`src/rtl/ugb_pkg.sv`:
```
// ----------------------------------------------------------------------------
// ugb_pkg
// Shared types, widths and defaults of the uniform grid broad phase.
// ----------------------------------------------------------------------------
package ugb_pkg;

  // Fixed field widths of the item and result payloads.
  localparam int unsigned OpW     = 2;
  localparam int unsigned IdW     = 6;
  localparam int unsigned PixW    = 12;
  localparam int unsigned CoordW  = PixW + 1;  // sum of two pixel values
  localparam int unsigned SizeW   = 10;
  localparam int unsigned GridW   = 6;
  localparam int unsigned CfgIdxW = 2;
  localparam int unsigned CfgW    = 10;

  // Default sizes handed to the top level parameters.
  localparam int unsigned DefMaxColumns  = 32;
  localparam int unsigned DefMaxRows     = 32;
  localparam int unsigned DefSlotsPerCell = 8;
  localparam int unsigned DefMaxObjects  = 64;

  // Register reset values.
  localparam logic [SizeW-1:0] RstCellWidth  = SizeW'(32);
  localparam logic [SizeW-1:0] RstCellHeight = SizeW'(16);
  localparam logic [GridW-1:0] RstColumns    = GridW'(32);
  localparam logic [GridW-1:0] RstRows       = GridW'(32);

  typedef enum logic [OpW-1:0] {
    OP_CLEAR      = 2'd0,
    OP_INSERT     = 2'd1,
    OP_SET_ACTIVE = 2'd2,
    OP_QUERY      = 2'd3
  } ugb_op_e;

  typedef enum logic [CfgIdxW-1:0] {
    CFG_CELL_WIDTH   = 2'd0,
    CFG_CELL_HEIGHT  = 2'd1,
    CFG_GRID_COLUMNS = 2'd2,
    CFG_GRID_ROWS    = 2'd3
  } ugb_cfg_e;

  typedef enum logic [3:0] {
    ST_INIT,
    ST_IDLE,
    ST_CLEAR,
    ST_DIV_GO,
    ST_DIV_WAIT,
    ST_CELL_RD,
    ST_CELL_OP,
    ST_SLOT_RD,
    ST_SLOT_CHK,
    ST_EMIT,
    ST_RESP
  } ugb_state_e;

  // Write enables from the sequencer to the cell store.
  typedef struct packed {
    logic fill_we;
    logic ent_we;
  } ugb_mem_ctl_t;

endpackage

```
`src/rtl/ugb_div.sv`:
```
// ----------------------------------------------------------------------------
// ugb_div
// Shared restoring divider, one quotient bit per cycle.
// ----------------------------------------------------------------------------
module ugb_div
  import ugb_pkg::*;
(
  input  logic              clk_i,
  input  logic              rst_ni,
  input  logic              start_i,
  input  logic [CoordW-1:0] dividend_i,
  input  logic [SizeW-1:0]  divisor_i,
  output logic              done_o,
  output logic [CoordW-1:0] quotient_o
);

  localparam int unsigned CntW = $clog2(CoordW + 1);

  logic [CntW-1:0]   cnt_q, cnt_d;
  logic              busy_q, busy_d;
  logic              done_q, done_d;
  logic [SizeW-1:0]  rem_q, rem_d;
  logic [CoordW-1:0] quo_q, quo_d;
  logic [SizeW-1:0]  div_q, div_d;
  logic [SizeW:0]    trial;
  logic [SizeW:0]    diff;

  // One shift and trial subtract per cycle.
  always_comb begin
    trial  = {rem_q, quo_q[CoordW-1]};
    diff   = trial - {1'b0, div_q};
    cnt_d  = cnt_q;
    busy_d = busy_q;
    done_d = 1'b0;
    rem_d  = rem_q;
    quo_d  = quo_q;
    div_d  = div_q;
    if (start_i) begin
      busy_d = 1'b1;
      cnt_d  = CntW'(CoordW);
      rem_d  = '0;
      quo_d  = dividend_i;
      div_d  = divisor_i;
    end else if (busy_q) begin
      if (trial >= {1'b0, div_q}) begin
        rem_d = diff[SizeW-1:0];
        quo_d = {quo_q[CoordW-2:0], 1'b1};
      end else begin
        rem_d = trial[SizeW-1:0];
        quo_d = {quo_q[CoordW-2:0], 1'b0};
      end
      cnt_d = cnt_q - CntW'(1);
      if (cnt_q == CntW'(1)) begin
        busy_d = 1'b0;
        done_d = 1'b1;
      end
    end
  end

  always_ff @(posedge clk_i or negedge rst_ni) begin
    if (!rst_ni) begin
      busy_q <= 1'b0;
      done_q <= 1'b0;
      cnt_q  <= '0;
    end else begin
      busy_q <= busy_d;
      done_q <= done_d;
      cnt_q  <= cnt_d;
    end
  end

  always_ff @(posedge clk_i) begin
    rem_q <= rem_d;
    quo_q <= quo_d;
    div_q <= div_d;
  end

  assign done_o     = done_q;
  assign quotient_o = quo_q;

endmodule

```
`config.mk`:
```
export PLATFORM = sky130hd
export DESIGN_NAME = ugb_div
export DESIGN_NICKNAME = d
export VERILOG_FILES = /design/src/rtl/ugb_pkg.sv /design/src/rtl/ugb_div.sv
export SDC_FILE = /design/constraint.sdc
export NUM_CORES = 1
export LEC_CHECK = 0
export BUFFER_PORTS_ARGS = -buffer_cell sky130_fd_sc_hd__buf_2
export CAP_MARGIN = 20
export CORE_MARGIN = 10
export CORE_UTILIZATION = 30
export DETAILED_ROUTE_END_ITERATION = 16
export GPL_TIMING_DRIVEN = 0
export PLACE_DENSITY = 0.53
export SYNTH_ARGS = -nofsm -noshare
export SYNTH_HDL_FRONTEND = slang
export SYNTH_SLANG_ARGS = --single-unit
```
`constraint.sdc`:
```
create_clock -name clk_i -period 6.11 [get_ports clk_i]
set_input_delay 1.222 -clock clk_i [delete_from_list [all_inputs] [get_ports clk_i]]
set_output_delay 1.222 -clock clk_i [all_outputs]
set_load 0.005 [all_outputs]
```
==> results of run 1 <==
## final cells by class
| class | instances | area [um2] |
|---|---|---|
| fill | 735 | 4570 |
| multi-input combinational | 131 | 1030 |
| clock inverter | 3 | 20.0 |
| tap | 99 | 124 |
| buffer | 10 | 56.3 |
| sequential | 39 | 1040 |
| inverter | 18 | 67.6 |
| timing repair buffer | 39 | 195 |
| clock buffer | 5 | 68.8 |
## worst max-delay path, stage by stage
cell      delay, ns
buf_2          0.27
clkbuf_1       0.43
clkbuf_1       0.46
mux2_2         0.40
## worst paths after layout
path | from | endpoint | slack, ns | depth (start not counted)
min in group asynchronous | rst_ni | cnt_q[3] | 0.73 | 1
worst min-delay path | rem_q[8] | rem_q[8] | 0.52 | 1
worst max register to register | quotient_o[12] | rem_q[8] | 3.73 | 9
max in group asynchronous | rst_ni | busy_q | 5.23 | 1
worst min register to register | rem_q[8] | rem_q[8] | 0.52 | 1
worst max-delay path | start_i | quotient_o[3] | 3.38 | 4
## flip-flops by register name (all words and copies together) (netlist names)
| register | count |
|---|---|
| busy_q | 1 |
| cnt_q | 4 |
| div_q | 10 |
| done_o | 1 |
| quotient_o | 13 |
| rem_q | 10 |
## placed cells by master (no fill, tap or decap), types with 2 or more instances in the layout
master / instances
buf_2: 42
edfxtp_1: 23
inv_1: 18
nor2_1: 14
mux2_2: 13
ha_1: 12
dfxtp_1: 10
nand2_1: 8
nor4_1: 8
a21oi_1: 7
dfrtp_1: 6
o21bai_1: 5
xnor2_1: 5
clkbuf_8: 5
clkbuf_1: 4
nand2b_1: 4
o21ai_0: 4
a311oi_2: 4
nand3_1: 3
a211oi_1: 3
o211ai_1: 3
o21ai_1: 2
buf_6: 2
a21o_1: 2
nand3b_1: 2
o22ai_1: 2
o41ai_1: 2
a31oi_1: 2
or3_1: 2
nor3_1: 2
a221o_1: 2
## per-layer routing
metal / wire, um / share of wire [%] / vias to the layer above
met2: 2530 / 49 / 30
met4: 82 / 1.6 / 0
met5: 0 / 0 / -
met1: 2380 / 46 / 795
met3: 178 / 3.4 / 7
li1: - / - / 833
## cell families after synthesis
group           synth area share (%)
compound gates                  17.0
xor+xnor                        2.39
fa+ha+maj                       7.74
buf+inv                         5.63
flops                           47.4
mux                             6.66
simple gates                    13.3
## report_power, final
group | internal, uW | total [uW] | switching [uW]
Sequential | 327 | 362 | 34.6
Combinational | 172 | 377 | 205
Clock | 79.7 | 180 | 99.9
Total | 579 | 918 | 339
## through the flow
step / setup WS (ns) / hold WS [ns] / total power [uW]
final: 3.38 / 0.523 / 918
after global placement: 2.98 / 0.514 / 744
after floorplan: 3.64 / 0.465 / 651
after detailed placement: 3.00 / 0.504 / 746
after CTS: 3.32 / 0.523 / 927
after global routing: 3.27 / 0.544 / 992
==> out/qor.yml, run 1 <==
worstSetupStartpointType: "input pin"
drtIter0Drc: 81
nets: 283
die_w_um: 106
via_count: 1665
powerDensity_nw_per_um2: 352
post_drt_wl_per_cell_um: 15.0
grt-ovfl-total: 0
synth_cells: 198
synth_largest_area_cell: "edfxtp_1"
use_met3_pct: 2.44
synth_edf_count: 23
tns_ns: 0
run_status: "finished clean"
syn_nets: 237
final_hold_viol_count: 0
relSlewSlack_pct: 62.8
antenna_found_initial: 0
cts_buffer_depth: 2
seq_area_frac_synth_pct: 47.4
die_y_um: 106
dr.pass1.iters: 4
cts_tree: "done"
drc_errors: 0
antennaDiodeCount: 0
cts_buffers: 5
ant_nets: 0
initial_utilization_pct: 30.6
place_inst: 336
cp.arrival_ns: 2.79
synth_area_um2: 2200
path_clk_slew_ns: 0.08
viasPerCell: 4.84
synth_top_area_share_pct: 31.4
io_pins: 40
grt_util_met1_pct: 12.0
netlist-cell-type-count: 51
maxCapViolCount: 0
grt_pass1_vias: 1775
min_period_ns: 2.73
die-area_um2: 11200
areaGrowthSynthToFinish_pct: 18.6
clock-sinks: 39
finClkSkew_ns: 0.00307
max_freq_mhz: 366
worst_pin_slew_ns: 0.558
final_area_um2: 2610
dpl.hpwl_um: 3890
critPathCaptureType: "flip-flop"
path_max_fanout: 12
syn_avg_cell_area_um2: 11.1
rsz0062_at_grt: "no"
ctsRootBufferMaster: "clkbuf_8"
hold_class: "reg2reg"
postSynth.asyncResetShare_pct: 15.4
drv_slew: 0
insertion_delay_ns: 0.30
ctsResizeCount: 0
coreArea_um2: 7180
drive_gt1_share_pct: 30.2
cts_hold_buf: 0
synth_most_common_cell: "edfxtp_1"
instances_no_fill: 344
synth_common_cells: "edfxtp_1, inv_1, nor2_1"
leakagePower_uw: 0.00108
post_cts_buffers: 0
use_met2_pct: 16.4
ys_ff_latch: 39
num_rows: 31
post-route-period-util_pct: 44.7
h-tree-depth: 2
ir_drop_mv: 0.102
post-route-util_pct: 36.3
synthFlopType: "edfxtp_1"
grt.busiest_layer: "met2"
grt_usage_pct: 9.83
synthTopCellsByArea: "edfxtp_1, dfxtp_1, dfrtp_1"
cp_data_required_time_ns: 6.17
postPlaceCellArea_um2: 2520
numPortBuffers: 39
grt_max_degree: 14
path_class: "in2reg"
synth_warnings: 0
wl_um: 5170
grt_pass1_wl_um: 8910
setup_viol: 0
gp_congestion: 0.793
Power figures use the tool's default switching activity.
==> run 2, diff against run 1 <==
- ABC_AREA: default -> 1
- clock period: 6.11 -> 2.7 ns (I/O delays scaled with it)
==> out/qor.yml, run 2 <==
critical_path_buf_inv_count: 3  # unchanged
path_class: "in2reg"
crit_path_max_incr_delay_ns: 0.53  # +0.07 ns
die_y_um: 107  # +1.1%
antennaDiodeCount: 0  # unchanged
grt_pass1_vias: 1962  # +11%
post_cts_buffers: 0  # unchanged
postSynth.asyncResetShare_pct: 15.4  # unchanged
clock-sinks: 39  # unchanged
via_count: 1819  # +9.2%
post_drt_wl_per_cell_um: 12.2  # -19%
drive_gt1_share_pct: 20.6  # -9.6 points
run_status: "finished clean"
grt-ovfl-total: 0  # unchanged
max_freq_mhz: 478
path_max_fanout: 18  # +6
leakagePower_uw: 0.00137  # +27%
nets: 363  # +28%
synth_compound_area_share_pct: 4.21  # -13 points
cts_hold_buf: 0  # unchanged
maxCapViolCount: 0  # unchanged
critPathCaptureType: "flip-flop"
synth_largest_area_cell: "edfxtp_1"
synthFlopType: "edfxtp_1"
synthAdderAreaFrac_pct: 7.53  # -0.21 points
antenna_found_initial: 0  # unchanged
dpl.hpwl_um: 3900  # +0.18%
path_cells: "buf_2, buf_2, nor2_1, inv_1, o22ai_1"
powerDensity_nw_per_um2: 865  # +150%
syn_nets: 317  # +34%
final_common_cell: "nand2_1"
synth_warnings: 0  # unchanged
layout_common_cells: "nand2_1, inv_1, buf_2"
drtIter0Drc: 53  # -35%
synth_top_family_by_area: "simple AND/OR/NAND/NOR gates"
path_clk_slew_ns: 0.08  # about the same
hold_class: "in2async"
fillers: 792  # +7.8%
synth_cells: 278  # +40%
dr.pass1.iters: 4  # unchanged
ys_ff_latch: 39  # unchanged
r2r_slack_ns: 0.72  # -3.01 ns
critical-path-top-delay-family: "buffers and inverters"
setup_viol: 0  # unchanged
path_common_cell: "buf_2"
synth-xor-area-share_pct: 1.55  # -0.84 points
areaGrowthSynthToFinish_pct: 18.0
cpMaxStageDelayCell: "inv_1"
cts_buffers: 5  # unchanged
post-route-period-util_pct: 77.5
cts_buffer_depth: 2  # unchanged
worst_pin_slew_ns: 0.719  # +0.161 ns
synth_common_cells: "nand2_1, inv_1, edfxtp_1"
coreArea_um2: 7290  # +1.6%
grt_pass1_wl_um: 9130  # +2.5%
synth_edf_count: 23  # unchanged
tns_ns: 0  # unchanged
die-area_um2: 11400  # +2.3%
min_period_ns: 2.09
ir_drop_mv: 0.291  # +190%
final_hold_viol_count: 0  # unchanged
grt_max_degree: 19  # +5
drc_errors: 0  # unchanged
ant_nets: 0  # unchanged
drv_slew: 0  # unchanged
ctsRootBufferMaster: "clkbuf_8"
synth_area_um2: 2260  # +2.8%
wl_um: 5190  # +0.33%
synth_most_common_cell: "nand2_1"
worstSetupStartpointType: "input pin"
relSlewSlack_pct: 52.0  # -11 points
synthTopCellsByArea: "edfxtp_1, nand2_1, dfxtp_1"
rsz0062_at_grt: "no"
ctsResizeCount: 0  # unchanged
cp_data_required_time_ns: 2.91  # -3.26 ns
initial_utilization_pct: 31.0  # +0.37 points
insertion_delay_ns: 0.30  # about the same
finClkSkew_ns: 0.00975  # +0.00669 ns
cts_tree: "done"
seq_area_frac_synth_pct: 46.0  # -1.3 points
h-tree-depth: 2  # unchanged
synthMuxAreaShare_pct: 0  # -6.7 points
netlist-cell-type-count: 31  # -39%
syn_avg_cell_area_um2: 8.13  # -27%
total_power_uw: 2310  # +150%
cp.arrival_ns: 2.31  # -0.48 ns
grt_usage_pct: 9.83  # about the same
viasPerCell: 4.29  # -11%
synthSimpleGateAreaFrac_pct: 31.1  # +18 points
synth_top_area_share_pct: 30.5  # -0.87 points
die_w_um: 107  # +1.1%
gp_congestion: 0.771  # -2.8%
num_rows: 31  # unchanged
numPortBuffers: 39  # unchanged
io_pins: 40  # unchanged
largest_reg_flops: 13  # unchanged
==> run 2: layout make-up <==
| class | instances | area [um2] | area share, % |
|---|---|---|---|
| clock inverters | 3 | 20.0 | 0.750 |
| plain buffers | 6 | 51.3 | 1.92 |
| clock buffers | 5 | 68.8 | 2.58 |
| flip-flops and latches | 39 | 1040 | 39.0 |
| inverters | 44 | 165 | 6.19 |
| repair buffers | 39 | 195 | 7.31 |
| multi-input cells | 189 | 1000 | 37.6 |
| well taps | 99 | 124 | 4.64 |
==> run 2: routing by layer <==
layer	track usage [%]	vias to the layer above	share of wire (%)
met3	5.51	6	9.3
met5	0	-	0
li1	-	966	-
met1	11.9	804	47
met4	2.71	0	0.85
met2	14.6	43	42
==> run 2: final timing paths <==
check | from | cells past startpoint | endpoint
min reg2reg | rem_q[5] | 2 | rem_q[5]
max reg2reg | quotient_o[12] | 14 | rem_q[8]
min in group clk_i | divisor_i[9] | 1 | div_q[9]
max in group asynchronous | rst_ni | 1 | cnt_q[3]
min | rst_ni | 1 | done_o
max | start_i | 5 | cnt_q[1]
==> run 2: where the power goes <==
part,switching [uW],internal (uW),total [uW]
Combinational,637,443,1080
Sequential,73.3,749,822
Clock,226,180,407
Total,937,1370,2310
==> run 2: per-stage QoR <==
| stage | utilization [%] | hold slack (ns) | setup slack, ns | instance area, um2 | cells |
|---|---|---|---|---|---|
| after floorplan | - | 0.244 | 0.921 | 2260 | 278 |
| after global placement | 35.4 | 0.371 | 0.296 | 2580 | 416 |
| after detailed placement | 35.4 | 0.373 | 0.276 | 2580 | 416 |
| after CTS | 36.6 | 0.0475 | 0.587 | 2670 | 424 |
| after global routing | 36.6 | 0.0370 | 0.468 | 2670 | 424 |
| final | 36.6 | 0.0482 | 0.606 | 2670 | 424 |
==> run 2: logic make-up (layout without fill, tap and decap cells) <==
logic type	count (synthesis)	count (layout)
and+or+nand+nor	155	155
buffers and inverters	50	97
DFF	39	39
AOI/OAI and AO/OA	17	17
adders and majority gates	13	13
xor gates and xnor gates	4	4
